**config.mk**
```make
export PLATFORM = sky130hd
export DESIGN_NAME = traffic_lamp_sequencer_top
export DESIGN_NICKNAME = d
export VERILOG_FILES = /design/src/hdl/tls_pkg.sv /design/src/hdl/tls_cfg.sv /design/src/hdl/tls_core.sv /design/src/hdl/traffic_lamp_sequencer_top.sv
export VERILOG_INCLUDE_DIRS = /design/src /design/src/hdl
export SDC_FILE = /design/constraint.sdc
export NUM_CORES = 1
export LEC_CHECK = 0
export ABC_AREA = 1
export BUFFER_PORTS_ARGS = -buffer_cell sky130_fd_sc_hd__buf_2
export CORE_ASPECT_RATIO = 1.75
export CORE_MARGIN = 10
export CORE_UTILIZATION = 61
export CTS_CLUSTER_DIAMETER = 60
export CTS_CLUSTER_SIZE = 16
export DETAILED_ROUTE_END_ITERATION = 6
export GPL_TIMING_DRIVEN = 0
export HOLD_SLACK_MARGIN = 0.02
export PLACE_DENSITY_LB_ADDON = 0.08
export SYNTH_ARGS = -nofsm -noshare
export SYNTH_HDL_FRONTEND = slang
export SYNTH_HIERARCHICAL = 1
export SYNTH_SLANG_ARGS = --single-unit
```
**constraint.sdc**
```tcl
create_clock -name i_clk -period 8.5 [get_ports i_clk]
set_input_delay 0 -clock i_clk [delete_from_list [all_inputs] [get_ports i_clk]]
set_output_delay 0 -clock i_clk [all_outputs]
set_load 0.02 [all_outputs]
```
**src/hdl/traffic_lamp_sequencer_top_macros.svh**
```systemverilog
// assertion macros used by the traffic lamp sequencer top level
`ifndef TRAFFIC_LAMP_SEQUENCER_TOP_MACROS_SVH
`define TRAFFIC_LAMP_SEQUENCER_TOP_MACROS_SVH

// same-cycle implication, checked outside reset
`define TLS_ASSERT_NOW(label, ante, cons, msg) \
    label: assert property (@(posedge i_clk) disable iff (!i_rst_n) \
        (ante) |-> (cons)) else $error(msg);

// next-cycle implication, checked outside reset
`define TLS_ASSERT_NEXT(label, ante, cons, msg) \
    label: assert property (@(posedge i_clk) disable iff (!i_rst_n) \
        (ante) |=> (cons)) else $error(msg);

`endif

```
**src/hdl/tls_pkg.sv**
```systemverilog
// types, codes and helpers for the traffic lamp sequencer
package tls_pkg;

    localparam int DUR_W     = 16;
    localparam int CODE_W    = 3;
    localparam int CFG_IDX_W = 3;
    localparam int CFG_DAT_W = 16;

    // register indexes of the configuration port
    localparam logic [CFG_IDX_W-1:0] REG_RED_DURATION    = 3'd0;
    localparam logic [CFG_IDX_W-1:0] REG_AMBER_DURATION  = 3'd1;
    localparam logic [CFG_IDX_W-1:0] REG_GREEN_DURATION  = 3'd2;
    localparam logic [CFG_IDX_W-1:0] REG_BLINK_FREQUENCY = 3'd3;
    localparam logic [CFG_IDX_W-1:0] REG_STRAIGHT_ONLY   = 3'd4;

    // external state codes, shared by command_state and present_state
    localparam logic [CODE_W-1:0] CODE_OFF         = 3'd0;
    localparam logic [CODE_W-1:0] CODE_AUTO_RED    = 3'd1;
    localparam logic [CODE_W-1:0] CODE_AUTO_AMBER  = 3'd2;
    localparam logic [CODE_W-1:0] CODE_AUTO_GREEN  = 3'd3;
    localparam logic [CODE_W-1:0] CODE_DICT_RED    = 3'd4;
    localparam logic [CODE_W-1:0] CODE_DICT_AMBER  = 3'd5;
    localparam logic [CODE_W-1:0] CODE_DICT_GREEN  = 3'd6;
    localparam logic [CODE_W-1:0] CODE_BLINK       = 3'd7;

    // distance between an auto colour and its dictated copy
    localparam logic [CODE_W-1:0] DICT_OFFSET = 3'd3;

    localparam logic KIND_TICK    = 1'b0;
    localparam logic KIND_COMMAND = 1'b1;

    typedef enum logic [7:0] {
        PH_OFF        = 8'b0000_0001,
        PH_AUTO_RED   = 8'b0000_0010,
        PH_AUTO_AMBER = 8'b0000_0100,
        PH_AUTO_GREEN = 8'b0000_1000,
        PH_DICT_RED   = 8'b0001_0000,
        PH_DICT_AMBER = 8'b0010_0000,
        PH_DICT_GREEN = 8'b0100_0000,
        PH_BLINK      = 8'b1000_0000
    } t_phase;

    typedef struct packed {
        logic              kind;
        logic              dictated_control;
        logic [CODE_W-1:0] command_state;
    } t_item;

    typedef struct packed {
        logic              lamp_red;
        logic              lamp_amber;
        logic              arrow_forward;
        logic              arrow_left;
        logic              arrow_right;
        logic              blink_active;
        logic [CODE_W-1:0] present_state;
        logic [DUR_W-1:0]  time_remaining;
    } t_result;

    typedef struct packed {
        logic [DUR_W-1:0] red_duration;
        logic [DUR_W-1:0] amber_duration;
        logic [DUR_W-1:0] green_duration;
        logic             straight_only;
    } t_cfg;

    function automatic t_phase code_to_phase(input logic [CODE_W-1:0] code);
        t_phase ph;
        unique case (code)
            CODE_OFF:        ph = PH_OFF;
            CODE_AUTO_RED:   ph = PH_AUTO_RED;
            CODE_AUTO_AMBER: ph = PH_AUTO_AMBER;
            CODE_AUTO_GREEN: ph = PH_AUTO_GREEN;
            CODE_DICT_RED:   ph = PH_DICT_RED;
            CODE_DICT_AMBER: ph = PH_DICT_AMBER;
            CODE_DICT_GREEN: ph = PH_DICT_GREEN;
            CODE_BLINK:      ph = PH_BLINK;
            default:         ph = PH_OFF;
        endcase
        return ph;
    endfunction

    function automatic logic [CODE_W-1:0] phase_to_code(input t_phase ph);
        logic [CODE_W-1:0] code;
        unique case (ph)
            PH_OFF:        code = CODE_OFF;
            PH_AUTO_RED:   code = CODE_AUTO_RED;
            PH_AUTO_AMBER: code = CODE_AUTO_AMBER;
            PH_AUTO_GREEN: code = CODE_AUTO_GREEN;
            PH_DICT_RED:   code = CODE_DICT_RED;
            PH_DICT_AMBER: code = CODE_DICT_AMBER;
            PH_DICT_GREEN: code = CODE_DICT_GREEN;
            PH_BLINK:      code = CODE_BLINK;
            default:       code = CODE_OFF;
        endcase
        return code;
    endfunction

    function automatic logic is_auto_code(input logic [CODE_W-1:0] code);
        return (code == CODE_AUTO_RED) || (code == CODE_AUTO_AMBER) ||
               (code == CODE_AUTO_GREEN);
    endfunction

endpackage

```
**src/hdl/tls_cfg.sv**
```systemverilog
// configuration register file of the traffic lamp sequencer
module tls_cfg
    import tls_pkg::*;
(
    input  logic                 i_clk,
    input  logic                 i_rst_n,
    input  logic                 i_cfg_we,
    input  logic [CFG_IDX_W-1:0] i_cfg_idx,
    input  logic [CFG_DAT_W-1:0] i_cfg_wdata,
    output t_cfg                 o_cfg
);

    t_cfg r_cfg;

    always_ff @(posedge i_clk) begin
        if (!i_rst_n) begin
            r_cfg <= '0;
        end else if (i_cfg_we) begin
            unique case (i_cfg_idx)
                REG_RED_DURATION:    r_cfg.red_duration   <= i_cfg_wdata[DUR_W-1:0];
                REG_AMBER_DURATION:  r_cfg.amber_duration <= i_cfg_wdata[DUR_W-1:0];
                REG_GREEN_DURATION:  r_cfg.green_duration <= i_cfg_wdata[DUR_W-1:0];
                // blink tone is generated off-block, nothing kept here
                REG_BLINK_FREQUENCY: r_cfg <= r_cfg;
                REG_STRAIGHT_ONLY:   r_cfg.straight_only  <= i_cfg_wdata[0];
                default:             r_cfg <= r_cfg;
            endcase
        end
    end

    assign o_cfg = r_cfg;

endmodule

```
**src/hdl/tls_core.sv**
```systemverilog
// phase state, tick counter and transition rules of the traffic lamp sequencer
module tls_core
    import tls_pkg::*;
(
    input  logic    i_clk,
    input  logic    i_rst_n,
    input  logic    i_fire,
    input  t_item   i_item,
    input  t_cfg    i_cfg,
    output t_result o_result
);

    t_phase            r_phase;
    logic [CODE_W-1:0] r_req;
    logic [DUR_W-1:0]  r_elapsed;

    t_phase            n_phase;
    logic [CODE_W-1:0] n_req;
    logic [DUR_W-1:0]  n_elapsed;

    logic [CODE_W-1:0] cur_code;
    logic [CODE_W-1:0] target;
    logic              do_enter;
    logic [DUR_W-1:0]  elapsed_inc;
    logic [DUR_W-1:0]  cur_dur;
    logic [DUR_W-1:0]  new_dur;
    logic [CODE_W-1:0] new_code;

    function automatic logic [DUR_W-1:0] dur_of(input t_phase ph, input t_cfg cfg);
        logic [DUR_W-1:0] d;
        unique case (ph) inside
            PH_AUTO_RED:   d = cfg.red_duration;
            PH_AUTO_AMBER: d = cfg.amber_duration;
            PH_AUTO_GREEN: d = cfg.green_duration;
            default:       d = '0;
        endcase
        return d;
    endfunction

    assign cur_code    = phase_to_code(r_phase);
    assign cur_dur     = dur_of(r_phase, i_cfg);
    assign elapsed_inc = (r_elapsed == {DUR_W{1'b1}}) ? r_elapsed : r_elapsed + 1'b1;

    always_comb begin
        n_phase   = r_phase;
        n_req     = r_req;
        n_elapsed = r_elapsed;
        target    = cur_code;
        do_enter  = 1'b0;
        if (i_fire) begin
            if (i_item.kind == KIND_COMMAND) begin
                n_req = i_item.command_state;
            end else begin
                n_elapsed = elapsed_inc;
                unique case (r_phase) inside
                    PH_OFF: begin
                        if (r_req != CODE_OFF) begin
                            target   = r_req;
                            do_enter = 1'b1;
                        end
                    end
                    PH_AUTO_RED, PH_AUTO_AMBER, PH_AUTO_GREEN: begin
                        if (i_item.dictated_control) begin
                            target   = cur_code + DICT_OFFSET;
                            n_req    = cur_code + DICT_OFFSET;
                            do_enter = 1'b1;
                        end else if (r_req == CODE_BLINK) begin
                            target   = CODE_BLINK;
                            do_enter = 1'b1;
                        end else if (elapsed_inc >= cur_dur) begin
                            target   = (r_phase == PH_AUTO_GREEN) ? CODE_AUTO_RED
                                                                  : cur_code + 1'b1;
                            do_enter = 1'b1;
                        end
                    end
                    PH_DICT_RED, PH_DICT_AMBER, PH_DICT_GREEN: begin
                        if (!i_item.dictated_control) begin
                            target   = cur_code - DICT_OFFSET;
                            n_req    = cur_code - DICT_OFFSET;
                            do_enter = 1'b1;
                        end else if (r_req != cur_code && r_req >= CODE_DICT_RED) begin
                            target   = r_req;
                            do_enter = 1'b1;
                        end
                    end
                    PH_BLINK: begin
                        if (r_req == CODE_DICT_RED) begin
                            target   = CODE_DICT_RED;
                            do_enter = 1'b1;
                        end
                    end
                    default: begin
                        do_enter = 1'b0;
                    end
                endcase
                if (do_enter) begin
                    n_phase = code_to_phase(target);
                    // counter restarts on entry to any auto colour
                    if (is_auto_code(target)) begin
                        n_elapsed = '0;
                    end
                end
            end
        end
    end

    always_ff @(posedge i_clk) begin
        if (!i_rst_n) begin
            r_phase   <= PH_OFF;
            r_req     <= CODE_OFF;
            r_elapsed <= '0;
        end else begin
            r_phase   <= n_phase;
            r_req     <= n_req;
            r_elapsed <= n_elapsed;
        end
    end

    // result reflects the state after this request
    assign new_code = phase_to_code(n_phase);
    assign new_dur  = dur_of(n_phase, i_cfg);

    always_comb begin
        o_result                = '0;
        o_result.present_state  = new_code;
        o_result.lamp_red       = (n_phase == PH_AUTO_RED)   || (n_phase == PH_DICT_RED);
        o_result.lamp_amber     = (n_phase == PH_AUTO_AMBER) || (n_phase == PH_DICT_AMBER);
        o_result.arrow_forward  = (n_phase == PH_AUTO_GREEN) || (n_phase == PH_DICT_GREEN);
        o_result.arrow_left     = o_result.arrow_forward && !i_cfg.straight_only;
        o_result.arrow_right    = o_result.arrow_forward && !i_cfg.straight_only;
        o_result.blink_active   = (n_phase == PH_BLINK);
        if (is_auto_code(new_code) && (new_dur > n_elapsed)) begin
            o_result.time_remaining = new_dur - n_elapsed;
        end
    end

endmodule

```
**src/hdl/traffic_lamp_sequencer_top.sv**
```systemverilog
// top level of the traffic lamp sequencer: request and result registers
//
//  channel   direction  handshake                       payload
//  in        request    i_in_valid / o_in_stall         i_in_data  (t_item)
//  out       result     o_out_valid / i_out_stall       o_out_data (t_result)
//  cfg       write      i_cfg_we                        i_cfg_idx, i_cfg_wdata
//
// one request per cycle sustained while the result is not stalled; each result passes
// through the request register, then the single-pass transition logic into the result
// register, before it is presented
// reset is synchronous and active low, state returns to off with cleared durations
// a stalled result holds the request register, and the input stalls only once both
// registers are full
`include "traffic_lamp_sequencer_top_macros.svh"

module traffic_lamp_sequencer_top
    import tls_pkg::*;
(
    input  logic                 i_clk,
    input  logic                 i_rst_n,
    input  logic                 i_in_valid,
    output logic                 o_in_stall,
    input  t_item                i_in_data,
    output logic                 o_out_valid,
    input  logic                 i_out_stall,
    output t_result              o_out_data,
    input  logic                 i_cfg_we,
    input  logic [CFG_IDX_W-1:0] i_cfg_idx,
    input  logic [CFG_DAT_W-1:0] i_cfg_wdata
);

    logic    r_in_valid;
    t_item   r_in;
    logic    r_out_valid;
    t_result r_out;

    logic    in_accept;
    logic    advance;
    t_cfg    cfg;
    t_result result;

    assign advance    = r_in_valid && (!r_out_valid || !i_out_stall);
    assign o_in_stall = r_in_valid && !advance;
    assign in_accept  = i_in_valid && !o_in_stall;

    tls_cfg u_cfg (
        .i_clk       (i_clk),
        .i_rst_n     (i_rst_n),
        .i_cfg_we    (i_cfg_we),
        .i_cfg_idx   (i_cfg_idx),
        .i_cfg_wdata (i_cfg_wdata),
        .o_cfg       (cfg)
    );

    tls_core u_core (
        .i_clk    (i_clk),
        .i_rst_n  (i_rst_n),
        .i_fire   (advance),
        .i_item   (r_in),
        .i_cfg    (cfg),
        .o_result (result)
    );

    always_ff @(posedge i_clk) begin
        if (!i_rst_n) begin
            r_in_valid  <= 1'b0;
            r_out_valid <= 1'b0;
        end else begin
            if (in_accept) begin
                r_in_valid <= 1'b1;
            end else if (advance) begin
                r_in_valid <= 1'b0;
            end
            if (advance) begin
                r_out_valid <= 1'b1;
            end else if (!i_out_stall) begin
                r_out_valid <= 1'b0;
            end
        end
    end

    always_ff @(posedge i_clk) begin
        if (in_accept) begin
            r_in <= i_in_data;
        end
        if (advance) begin
            r_out <= result;
        end
    end

    assign o_out_valid = r_out_valid;
    assign o_out_data  = r_out;

    `TLS_ASSERT_NOW(a_stall_needs_full, o_in_stall, r_in_valid,
        "input stalled with empty request register")
    `TLS_ASSERT_NOW(a_one_lamp, o_out_valid,
        $onehot0({o_out_data.lamp_red, o_out_data.lamp_amber,
                  o_out_data.arrow_forward, o_out_data.blink_active}),
        "more than one lamp group lit")
    `TLS_ASSERT_NOW(a_side_with_fwd,
        o_out_valid && (o_out_data.arrow_left || o_out_data.arrow_right),
        o_out_data.arrow_forward, "side arrow lit without forward")
    `TLS_ASSERT_NOW(a_remain_auto_only,
        o_out_valid && (o_out_data.time_remaining != '0),
        (o_out_data.present_state == CODE_AUTO_RED) ||
        (o_out_data.present_state == CODE_AUTO_AMBER) ||
        (o_out_data.present_state == CODE_AUTO_GREEN),
        "time remaining outside an auto state")
    `TLS_ASSERT_NEXT(a_advance_fills_out, advance, r_out_valid,
        "advanced request gave no result")

endmodule

```
== Yosys cells after proc, flatten, opt, wreduce, memory -nomap -nowiden ==
Memory sizes are Yosys's and may differ from the RTL's.
Cells that the tools add are included.

* Add/sub/neg operators: 5
* Multipliers: 0
* Divide/modulo/power cells: 0
* $lt $le $gt $ge: 3
* Eq/ne operators: 31
* Shifts and indexed selects: 0
* Muxes and demuxes: 41
* Bitwise logic cells: 0
* Reduce and logical (&&, ||, !) cells: 30

{| class="wikitable"
|+ Operator list
! cell !! count
|-
| 16-bit one-hot mux with 3 select lines || 2
|-
| 16-bit 2-to-1 mux || 5
|-
| 3-bit one-hot mux with 7 select lines || 2
|-
| 3-bit 2-to-1 mux || 13
|-
| 8-bit 2-to-1 mux || 3
|-
| 16-bit by 1-bit adder with 16-bit output, second input constant || 1
|-
| 16-bit == test, second input constant || 1
|-
| 8-bit by 2-bit == test with 1-bit output, second input constant || 2
|-
| 8-bit by 3-bit == test with 1-bit output, second input constant || 2
|-
| 8-bit by 4-bit == test with 1-bit output, second input constant || 2
|-
| 8-bit by 5-bit == test with 1-bit output, second input constant || 2
|-
| 8-bit by 6-bit == test with 1-bit output, second input constant || 2
|-
| 8-bit by 7-bit == test with 1-bit output, second input constant || 2
|-
| 8-bit == test, second input constant || 2
|-
| 16-bit >= comparator || 1
|-
| 16-bit greater-than comparator || 1
|-
| 16-bit subtractor || 1
|-
| 3-bit by 2-bit == test with 1-bit output, second input constant || 5
|-
| 1-bit 2-to-1 mux || 13
|-
| 3-bit one-hot mux with 4 select lines || 1
|-
| 3-bit by 1-bit == test with 1-bit output, second input constant || 3
|-
| 3-bit == test, second input constant || 3
|-
| 8-bit by 1-bit == test with 1-bit output, second input constant || 1
|-
| 1-bit logical OR || 8
|-
| other kinds (17) || 32
|}

* Bits in registers: 107
* Latch bits: 0
* Bits in writable memories: 0
* ROM bits: 64
* Bits of input ports: 29
* Output and inout port bits: 27
* Logic and storage cells: 130
* Memories: 1

{| class="wikitable"
|+ Memory list
! name !! words !! bits a word !! read ports !! clocked after Yosys merged registers in !! wr ports !! line !! source
|-
| (no name shown) || 8 || 8 || 1 || 0 || 0 || tls_pkg.sv:69 || <nowiki>unique case (code)</nowiki>
|}

== Longest topological paths before layout ==
Gate-level depths: netlist of run 1.
An unclocked memory read counts as a cell.

* Depth after elaboration: 20
* Gate-level depth with buffers: 50
* Gate-level depth less buffers: 50

== Hierarchy ==
Netlist of run 1, hierarchy kept.

{| class="wikitable"
|+ Modules (own cells, without submodules)
! module !! times used !! cells each !! area an instance (µm²) !! sequential area each (µm²)
|-
| tls_core || 1 || 720 || 4200.3 || 540.5
|-
| tls_cfg || 1 || 294 || 2068.2 || 980.9
|-
| traffic_lamp_sequencer_top || 1 || 43 || 996.0 || 940.9
|}

== Least setup slack after synthesis of run 1 ==
Ideal clock, no wire load.

* Path kind: reg2reg
* Start: register u_core.r_elapsed[2]
* End: register r_out, in the netlist o_out_data[11] (data pin)
* Library setup time: 0.260 ns
* Data arrival time: 5.724 ns
* Setup slack: 2.516 ns
* Stages on the path, launching flop included: 48
* Clock period less this slack: 5.984 ns
* Cells stage by stage: dfxtp_1 > inv_1 > nor3_1 > inv_1 > nor2_1 > inv_1 > nor3_1 > inv_1 > nor4_1 > inv_1 > o31ai_1 > inv_1 > ha_1 > nand2_1 > inv_1 > nand3_1 > nor2_1 > nand3_1 > [12 not listed] > buf_4 > nand2_1 > nand3_1 > ha_1 > a21oi_1 > o21ai_0 > o21ai_0 > a21oi_1 > or2_2 > nand2_1 > nand2_1 > nand2_1 > nand2_1 > a21oi_1 > a41oi_1 > nand2_4 > buf_6 > nor2_4

* Longest elaborated chain between the ends: 19
* Elaborated cells on any way between the ends: 46
* Those cells by class: add/sub: 2; order compare: 2; eq/ne: 14; mux: 22; reduce/logical: 5; memory: 1

{| class="wikitable"
|+ Ends and longest elaborated chain
! element !! line !! source
|-
| start: declaration || tls_core.sv:15 || <nowiki>logic [DUR_W-1:0] r_elapsed;</nowiki>
|-
| start signal: assignment || tls_core.sv:115 || <nowiki>r_elapsed <= n_elapsed;</nowiki>
|-
| branches (longest 19 deep; another with 16-bit by 1-bit adder with 16-bit output) || n/a ||
|-
| end signal: assignment || traffic_lamp_sequencer_top.sv:87 || <nowiki>r_out <= result;</nowiki>
|-
| end: declaration || traffic_lamp_sequencer_top.sv:35 || <nowiki>t_result r_out;</nowiki>
|}

Several ways; the timed one is not identified. The select of a mux whose other input is x is not followed.
A chain may end at the register's enable or synchronous reset.

== Worst setup path after layout of run 1 ==
* Start: register u_core.r_elapsed[2]
* End: register r_out, in the netlist o_out_data[6] (data pin)

The elaborated chain is that of the path after synthesis.

==> results of run 1 <==
[logic make-up after synthesis]
family | synth area share (%)
adder cells (fa/ha/maj) | 6.30
AO/OA/AOI/OAI | 10.2
buffers and inverters | 9.25
flip-flops | 33.9
AND/OR/NAND/NOR | 37.7
XOR/XNOR | 2.53
multiplexers | 0.138
[power breakdown]
group          internal, mW  switching (mW)
Sequential            0.543          0.0101
Combinational        0.0501          0.0867
Clock                 0.240           0.200
Total                 0.833           0.297
[layer usage]
metal | track usage (%) | wire [um]
met5 | 0 | 0
met2 | 41.0 | 9640
met3 | 2.52 | 874
met4 | 11.3 | 573
met1 | 23.8 | 7500
[layout make-up]
cell class | count | area (sq um) | share of cell area (%)
timing repair buffer | 82 | 551 | 6.63
tap | 135 | 169 | 2.03
clock buffer | 11 | 275 | 3.31
buffer | 33 | 215 | 2.59
inverter | 121 | 457 | 5.50
sequential | 108 | 2460 | 29.6
multi-input combinational | 795 | 4130 | 49.8
clock inverter | 5 | 45.0 | 0.542
[synthesized netlist by cell type, drive strengths merged (2+ instances only)]
cell type / count
nand3b: 3
o211ai: 3
or2: 2
buf: 25
nand3: 100
nor4: 5
a22oi: 3
clkbuf: 8
nand2: 257
nand4: 8
ha: 35
nor3: 13
dfxtp: 78
xor2: 17
xnor2: 4
o21ai: 18
a21oi: 61
a221oi: 2
edfxtp: 30
a31oi: 11
o31ai: 2
a22o: 14
inv: 121
a21o: 3
nor2: 226
[worst register-to-register path, delay by kind of cell (launching register included)]
kind	cells	cell delay [ns]
compound gates	5	1.11
buf+inv	9	1.06
simple gates	31	4.05
flops	1	0.36
fa+ha+maj	3	0.94
[through the flow]
step / cells / util [%] / hold slack [ns] / total power [mW]
global route: 1290 / 71.3 / 0.112 / 1.17
floorplan: 1057 / - / 0.0687 / 0.653
finish: 1290 / 71.3 / 0.0868 / 1.13
detailed placement: 1248 / 66.4 / 0.178 / 0.691
CTS: 1290 / 71.3 / 0.0666 / 1.14
global placement: 1247 / 66.2 / 0.177 / 0.687
[sequential cells by signal (all words and copies together), names as in the netlist]
register,cells
u_core/r_elapsed,16
u_core/r_req,3
r_in,5
r_in_valid,1
u_cfg/o_cfg,49
u_core/r_phase,8
o_out_valid,1
o_out_data,25
[final timing paths]
check	from	cells past startpoint	end	slack (ns)
hold / removal	i_cfg_idx[2]	6	u_cfg/o_cfg[0]	0.09
setup reg to reg	u_core/r_elapsed[2]	48	o_out_data[6]	0.86
setup / recovery	u_core/r_elapsed[2]	48	o_out_data[6]	0.86
hold reg to reg	u_cfg/o_cfg[35]	2	u_cfg/o_cfg[35]	0.51
[repair_timing]
| action | CTS | global route |
|---|---|---|
| endpoints found under the hold margin | 55 | 0 |
| buffers inserted | 0 | 0 |
| hold buffers | 26 | 0 |
==> out/metrics.cfg, run 1 <==
[setup_path]
end_kind = flop
crit_fanout = 10
worst-setup-path-type = reg2reg
path_delay_family = simple AND/OR/NAND/NOR gates
crit_arrival_ns = 7.86
slowest_delay_ns = 0.43
path_buf_inv = 9
worstSetupStartpointType = flop
crit_required_ns = 8.72
slowest_stage = fa_1
crit_path_frequent_cell = nand2_1

[yosys]
synth_ff_type = dfxtp_1
yosysUniqueCellTypes = 46
synth_fp_nets = 1122
synth_seq_area_share_pct = 33.9
ys_warn_count = 6
async_flop_share_pct = 0
synth_area_sq_mm = 0.00726
synth_area_leaders = dfxtp_1, nand2_1, edfxtp_1
synthCells = 1057
synth_edf_count = 30
yosysTopAreaCell = dfxtp_1
synth_seq_cells = 108
synth.avg_cell_area_sq_um = 6.87
synth_top_area_share_pct = 21.5

[final_layout]
layout_common_cells = nand2_1, nor2_1, inv_1, nand3_1, dfxtp_1
fin_nets = 1215
synthToLayoutAreaGrowth_pct = 14.4
drive_above_1_share_pct = 13.6
diodes = 0
fin_area_sq_mm = 0.00831
nFillCells = 1011
final_common_cell = nand2_1

[sta]
rsz0062_at_grt = false
fin_tns_setup_ns = 0
worst-slew-pin-transition_ns = 0.779
finClkSkew_ns = 0.00912
setup_viol = 0
period_share_pct = 89.9
max_freq_ghz = 0.131
finalHoldViolations = 0
layout_setup_ws_ns = 0.861
fin_crit_ns = 7.64
drv_slew = 0
slew_headroom_pct = 47.6

[routing]
drc = 0
avgViaCountPerCell = 5.45
routed_wl_um = 18600
antenna_left = 0
drt_pass1_iterations = 5
vias = 7026
drt_iter0_markers = 395
wl_per_cell_um = 14.4

[clock_tree]
cts_root_buffer = clkbuf_16
cts_made_buffers = 9
htree_levels = 3
cts.sinks = 108
cts.repair.resized = 0
cts.clk_slew.worst_paths_ns = 0.07
clockBufferDepth = 2
cts_tree = built
insertion_delay_ns = 0.36

[floorplanning]
core_area_sq_mm = 0.0116
start_util_pct = 62.4
rows = 52
die_w_um = 102
die_y_um = 164
boundaryPins = 56
die-area_sq_mm = 0.0168

[grt]
grt_overflow = 0
grt_pass1_wl_um = 30300
grt_use_total_pct = 22.2
first_global_vias = 6803
grt_max_degree = 20
antenna_found_initial = 0

[flow_run]
cap_violations = 0

[place]
dp_slack_ns = 1.07
gp_congestion = 0.910
place.port_buffers = 55
dpl_cell_area_sq_mm = 0.00773
dp_hpwl_um = 14500

[power_and_ir_drop]
p_leak_nw = 3.92
power_density_mw_per_mm2 = 136
peakVddDrop_mv = 0.133

[hold_path]
hp-class = in2reg

[status]
run_status = completed

(Power assumes the default switching activity.)
==> inputs of run 2 (changes only) <==
--- a/config.mk
+++ b/config.mk
@@ -6,7 +6,7 @@
 export SDC_FILE = /design/constraint.sdc
 export NUM_CORES = 1
 export LEC_CHECK = 0
-export ABC_AREA = 1
+export ABC_AREA = 0
 export BUFFER_PORTS_ARGS = -buffer_cell sky130_fd_sc_hd__buf_2
 export CORE_ASPECT_RATIO = 1.75
 export CORE_MARGIN = 10
==> run 2 against run 1 <==
Clock-buffer cell count down 2. Power down 5.5%. Maximum frequency down 5.8%. Flip-flop and latch count unchanged. Register-to-register slack worse by 0.47 ns. Synthesized cell count down 25%. Cell count down 21%. Via count down 6.7%. Design area down 3.1%. Combinational power down 15%. Critical path type unchanged. Critical endpoint is now o_out_data[13]. Highest routed layer unchanged.
==> out/metrics.cfg, run 2 <==
[yosys]
async_flop_share_pct = 0  ; unchanged
synth_seq_area_share_pct = 35.1  ; +1.2 points
synthMostInstantiatedCell = nand2_1
yosysUniqueCellTypes = 88  ; +91%
synth_area_sq_mm = 0.00702  ; -3.4%
synthTopCellsByCount = nand2_1, dfxtp_1, nor2_1
synth_area_leaders = dfxtp_1, edfxtp_1, mux2i_1
yosys.area_share.xor_xnor_pct = 4.12  ; +1.6 points
synthSimpleGateAreaFrac_pct = 23.3  ; -14 points
yosysTopAreaCell = dfxtp_1
synth-compound-area-share_pct = 17.6  ; +7.4 points
synth_seq_cells = 108  ; unchanged
synth_fp_nets = 855  ; -24%
synth_edf_count = 30  ; unchanged
synth.avg_cell_area_sq_um = 8.88  ; +29%
synthAdderAreaFrac_pct = 6.53  ; +0.22 points
synth_top_area_share_pct = 22.3  ; +0.76 points
synthMuxAreaShare_pct = 8.01  ; +7.9 points
synthCells = 790  ; -25%
synth_ff_type = dfxtp_1
ys_warn_count = 6  ; unchanged
synth_top_family_by_area = simple AND/OR/NAND/NOR gates

[routing]
routed_wl_um = 21600  ; +16%
wl_per_cell_um = 21.2  ; +47%
vias = 6554  ; -6.7%
drc = 0  ; unchanged
drt_iter0_markers = 441  ; +12%
drt_pass1_iterations = 6  ; +1
avgViaCountPerCell = 6.43  ; +18%
antenna_left = 0  ; unchanged

[sta]
slew_headroom_pct = 37.7  ; -10 points
fin_crit_ns = 8.11  ; +0.472 ns
rsz0062_at_grt = false
finalHoldViolations = 0  ; unchanged
drv_slew = 0  ; unchanged
setup_viol = 0  ; unchanged
finClkSkew_ns = 0.0102  ; +0.00104 ns
worst-slew-pin-transition_ns = 0.933  ; +0.154 ns
max_freq_ghz = 0.123  ; -5.8%
period_share_pct = 95.4  ; +5.6 points

[setup_path]
worstSetupStartpointType = flop
worst-setup-path-type = reg2reg
crit_required_ns = 8.60  ; -0.12 ns
crit_fanout = 10  ; unchanged
path_delay_family = compound AO/OA/AOI/OAI gates
crit_arrival_ns = 8.22  ; +0.36 ns
end_kind = flop
slowest_delay_ns = 0.61  ; +0.18 ns
slowest_stage = a2111oi_1
path_buf_inv = 5  ; -4

[grt]
grt_pass1_wl_um = 34200  ; +13%
grt_use_total_pct = 26.3  ; +4.1 points
antenna_found_initial = 0  ; unchanged
grt_max_degree = 29  ; +45%
first_global_vias = 6729  ; -1.1%
grt_overflow = 0  ; unchanged

[clock_tree]
htree_levels = 3  ; unchanged
cts_tree = built
cts.clk_slew.worst_paths_ns = 0.08  ; about the same
insertion_delay_ns = 0.36  ; about the same
cts_root_buffer = clkbuf_16
cts_made_buffers = 9  ; unchanged
cts.sinks = 108  ; unchanged
clockBufferDepth = 2  ; unchanged

[hold_path]
hp-class = in2reg

[place]
dp_hpwl_um = 16700  ; +15%
gp_congestion = 0.977  ; +7.4%
place.port_buffers = 55  ; unchanged
dp_cells = 977  ; -22%

[power_and_ir_drop]
p_leak_nw = 3.31  ; -16%
power_density_mw_per_mm2 = 133  ; -2.4%
total_power_mw = 1.07  ; -5.5%
peakVddDrop_mv = 0.131  ; -1.4%

[final_layout]
fin_nets = 947  ; -22%
synthToLayoutAreaGrowth_pct = 14.7
seqCellArea_sq_mm = 0.00246  ; about the same
layout_common_cells = nand2_1, dfxtp_1, buf_2, nor2_1, mux2i_1
multiInputGateArea_sq_mm = 0.00422  ; +2.1%
final_core_util_pct = 72.1  ; +0.74 points
nFillCells = 876  ; -13%
largest_reg_flops = 49  ; unchanged
final_common_cell = nand2_1
diodes = 0  ; unchanged
stdcell_count = 1019  ; -21%
drive_above_1_share_pct = 15.9  ; +2.3 points

[floorplanning]
boundaryPins = 56  ; unchanged
rows = 51  ; -1.9%
die_w_um = 101  ; -1.4%
start_util_pct = 62.8  ; +0.46 points
die_y_um = 162  ; -1.5%
core_area_sq_mm = 0.0112  ; -4.1%
die-area_sq_mm = 0.0164  ; -2.9%

[flow_run]
cap_violations = 0  ; unchanged

[status]
run_status = completed

[run 2: final timing paths]
path	from	slack, ns	endpoint	depth (start not counted)
max	u_core/r_phase[0]	0.39	o_out_data[13]	30
min	i_cfg_we	0.10	u_cfg/o_cfg[0]	3
max reg2reg	u_core/r_phase[0]	0.39	o_out_data[13]	30
min reg2reg	u_cfg/o_cfg[31]	0.48	u_cfg/o_cfg[31]	2
[run 2: power breakdown]
part / internal, mW / total (mW) / switching, mW
Clock: 0.202 / 0.405 / 0.203
Sequential: 0.541 / 0.548 / 0.00720
Combinational: 0.0464 / 0.116 / 0.0693
Total: 0.789 / 1.07 / 0.279
[run 2: kinds of logic after synthesis]
kind of cell	Yosys count
and+or+nand+nor	324
AOI/OAI and AO/OA	158
DFF	108
buffers and inverters	75
muxes	56
adders and majority gates	36
xor gates and xnor gates	33
[run 2: metal layers]
metal	wire (um)	track usage, %	share of wire [%]
met5	0	0	0
met4	1620	20.2	7.5
met3	863	4.21	4.0
met2	11700	47.6	54
met1	7430	25.4	34
[run 2: cell type report]
cell class                 instances  share of cell area, %
multi-input combinational        607                   52.4
clock inverter                     7                  0.700
inverter                          25                   1.17
tap                              132                   2.05
buffer                            48                   3.45
clock buffer                       9                   2.80
timing repair buffer              83                   6.81
sequential                       108                   30.6
[run 2: what timing repair did]
item,4_1_cts,5_1_grt
resized for setup,1,12
setup buffers,0,3
hold buffers,25,0
setup endpoints to repair,2,16
hold endpoints to repair,56,0
pin swaps,0,3
[run 2: worst reg2reg max path: cells and delay by family, from the launching register on]
kind | cells | cell delay (ns)
fa+ha+maj | 2 | 0.65
flops | 1 | 0.30
simple gates | 7 | 1.86
xor+xnor | 1 | 0.27
buf+inv | 5 | 1.11
compound gates | 15 | 3.69
[run 2: metrics by stage]
stage	setup WS, ns	area, sq um	TNS [ns]	hold WS, ns
after global placement	0.0759	7460	0	0.177
after floorplan	1.71	7020	0	0.0989
after detailed placement	-0.129	7470	-0.225	0.178
after CTS	0.100	8010	0	0.0809
final	0.389	8050	0	0.104
after global routing	0.0277	8050	0	0.130
==> inputs of run 3 (changes only) <==
--- a/config.mk
+++ b/config.mk
@@ -17,6 +17,7 @@
 export GPL_TIMING_DRIVEN = 0
 export HOLD_SLACK_MARGIN = 0.02
 export PLACE_DENSITY_LB_ADDON = 0.08
+export RECOVER_POWER = 25
 export SYNTH_ARGS = -nofsm -noshare
 export SYNTH_HDL_FRONTEND = slang
 export SYNTH_HIERARCHICAL = 1
==> run 3 against run 2 <==
The flow now finishes with violations (design-rule violations). Maximum frequency is essentially flat. Critical path depth stayed put. Flip-flop and latch count unchanged. Cell count unchanged. Non-clock buffer count stayed put. Power fell by 0.16%. Via count shrank 0.63%.
==> out/metrics.cfg, run 3 (same netlist as run 2, synthesis figures left out) <==
[final_layout]
nFillCells = 900  ; +2.7%
drive_above_1_share_pct = 12.2  ; -3.7 points
seqCellArea_sq_mm = 0.00246  ; unchanged
multiInputGateArea_sq_mm = 0.00422  ; unchanged
diodes = 0  ; unchanged
final_common_cell = nand2_1
fin_nets = 947  ; unchanged
synthToLayoutAreaGrowth_pct = 14.1
layout_common_cells = nand2_1, dfxtp_1, nor2_1, mux2i_1, clkbuf_1
fin_area_sq_mm = 0.00801  ; -0.51%
largest_reg_flops = 49  ; unchanged

[floorplanning]
boundaryPins = 56  ; unchanged
die_w_um = 101  ; unchanged
die_y_um = 162  ; unchanged
start_util_pct = 62.8  ; unchanged
core_area_sq_mm = 0.0112  ; unchanged
die-area_sq_mm = 0.0164  ; unchanged
rows = 51  ; unchanged

[place]
gp_congestion = 0.977  ; unchanged
dpl_cell_area_sq_mm = 0.00747  ; unchanged
place.port_buffers = 55  ; unchanged
dp_hpwl_um = 16700  ; unchanged

[grt]
grt_pass1_wl_um = 34200  ; unchanged
first_global_vias = 6729  ; unchanged
grt_use_total_pct = 26.3  ; unchanged
grt_overflow = 0  ; unchanged
antenna_found_initial = 0  ; unchanged
grt_max_degree = 29  ; unchanged

[routing]
wl_met1_um = 7500  ; +0.98%
drt_iter0_markers = 487  ; +10%
routed_wl_um = 21600  ; about the same
drc = 12  ; +12
antenna_left = 0  ; unchanged
vias = 6513  ; -0.63%
avgViaCountPerCell = 6.39  ; -0.63%
routed.top_layer = met4
drt_pass1_iterations = 7  ; +1
met2_length_um = 11700  ; about the same
wl_per_cell_um = 21.2  ; about the same
routed-wl-met3_um = 775  ; -10%

[clock_tree]
cts_root_buffer = clkbuf_16
cts.clk_slew.worst_paths_ns = 0.08  ; about the same
htree_levels = 3  ; unchanged
clockBufferDepth = 2  ; unchanged
insertion_delay_ns = 0.36  ; about the same
cts.sinks = 108  ; unchanged
cts_tree = built
cts_made_buffers = 9  ; unchanged

[power_and_ir_drop]
p_leak_nw = 3.21  ; -2.8%
peakVddDrop_mv = 0.132  ; +0.51%
power_density_mw_per_mm2 = 133  ; +0.36%
switching_share_pct = 26.2  ; +0.055 points
p_seq_share_pct = 51.4  ; about the same
switchingPower_mw = 0.279  ; about the same
p_int_mw = 0.788  ; -0.23%
pwr-share-comb_pct = 10.7  ; about the same
power_frac_clock_pct = 38.0  ; about the same

[status]
violations = design-rule violations
run_status = finished, violations left

[sta]
worst-slew-pin-transition_ns = 0.937  ; +0.00463 ns
fin_crit_ns = 8.12  ; +0.00638 ns
finalHoldViolations = 0  ; unchanged
setup_viol = 0  ; unchanged
slew_headroom_pct = 37.3  ; -0.31 points
finClkSkew_ns = 0.0104  ; +0.000251 ns
drv_slew = 0  ; unchanged
rsz0062_at_grt = false
max_freq_ghz = 0.123  ; about the same
period_share_pct = 95.5  ; about the same
whs_ns = 0.104  ; +0.000214 ns

[setup_path]
crit_arrival_ns = 8.22  ; about the same
path_delay_family = compound AO/OA/AOI/OAI gates
slowest_stage = a2111oi_1
crit_fanout = 10  ; unchanged
slowest_delay_ns = 0.61  ; about the same
end_kind = flop
path_buf_inv = 5  ; unchanged
worstSetupStartpointType = flop
worst-setup-path-type = reg2reg
crit_required_ns = 8.61  ; about the same

[hold_path]
hp-class = in2reg

[flow_run]
cap_violations = 0  ; unchanged

==> run 3: path summary, 6_finish.rpt <==
check	cells after the start	from	slack (ns)	end
worst min-delay path	3	i_cfg_we	0.10	u_cfg/o_cfg[0]
worst min register to register	2	u_cfg/o_cfg[31]	0.48	u_cfg/o_cfg[31]
worst max register to register	30	u_core/r_phase[0]	0.38	o_out_data[13]
worst max-delay path	30	u_core/r_phase[0]	0.38	o_out_data[13]
==> run 3: area by class of cell <==
class,instances,area share [%]
Tap cell,132,2.06
Sequential cell,108,30.8
Clock buffer,9,2.81
Timing Repair Buffer,83,6.41
Multi-Input combinational cell,607,52.7
Buffer,48,3.39
Clock inverter,7,0.703
Inverter,25,1.17
==> run 3: stage by stage <==
step           power [mW]  cells  setup slack, ns  setup TNS, ns  util, %
5_1_grt              1.10   1019           0.0277              0     71.7
3_5_place_dp        0.664    977           -0.129         -0.225     66.9
2_1_floorplan       0.628    790             1.71              0        -
4_1_cts              1.07   1018            0.100              0     71.7
3_3_place_gp        0.660    977           0.0759              0     66.8
6_report             1.07   1019            0.383              0     71.7
==> run 3: per-layer routing <==
metal / GRT usage [%] / up-vias
li1: - / 3061
met1: 25.4 / 3106
met2: 47.6 / 244
met3: 4.21 / 102
met4: 20.2 / 0
met5: 0 / -
==> run 3: timing repair <==
| item | CTS | global route |
|---|---|---|
| gates resized for setup | 1 | 12 |
| hold buffers | 25 | 0 |
| buffers inserted | 0 | 3 |
| endpoints found under the setup margin | 2 | 16 |
| hold endpoints to repair | 56 | 0 |
| pin swaps | 0 | 3 |
==> run 3: power groups by stage <==
stage	Combinational [mW]	Sequential [mW]	Clock [mW]
floorplan	0.0632	0.565	0
global placement	0.100	0.560	0
detailed placement	0.104	0.560	0
CTS	0.113	0.548	0.409
global route	0.124	0.549	0.425
finish	0.114	0.548	0.405
==> run 3: tightest hold or removal path, cell delays in order <==
cell and delay [ns]:
buf_2 0.11, and4bb_1 0.23, mux2i_1 0.08
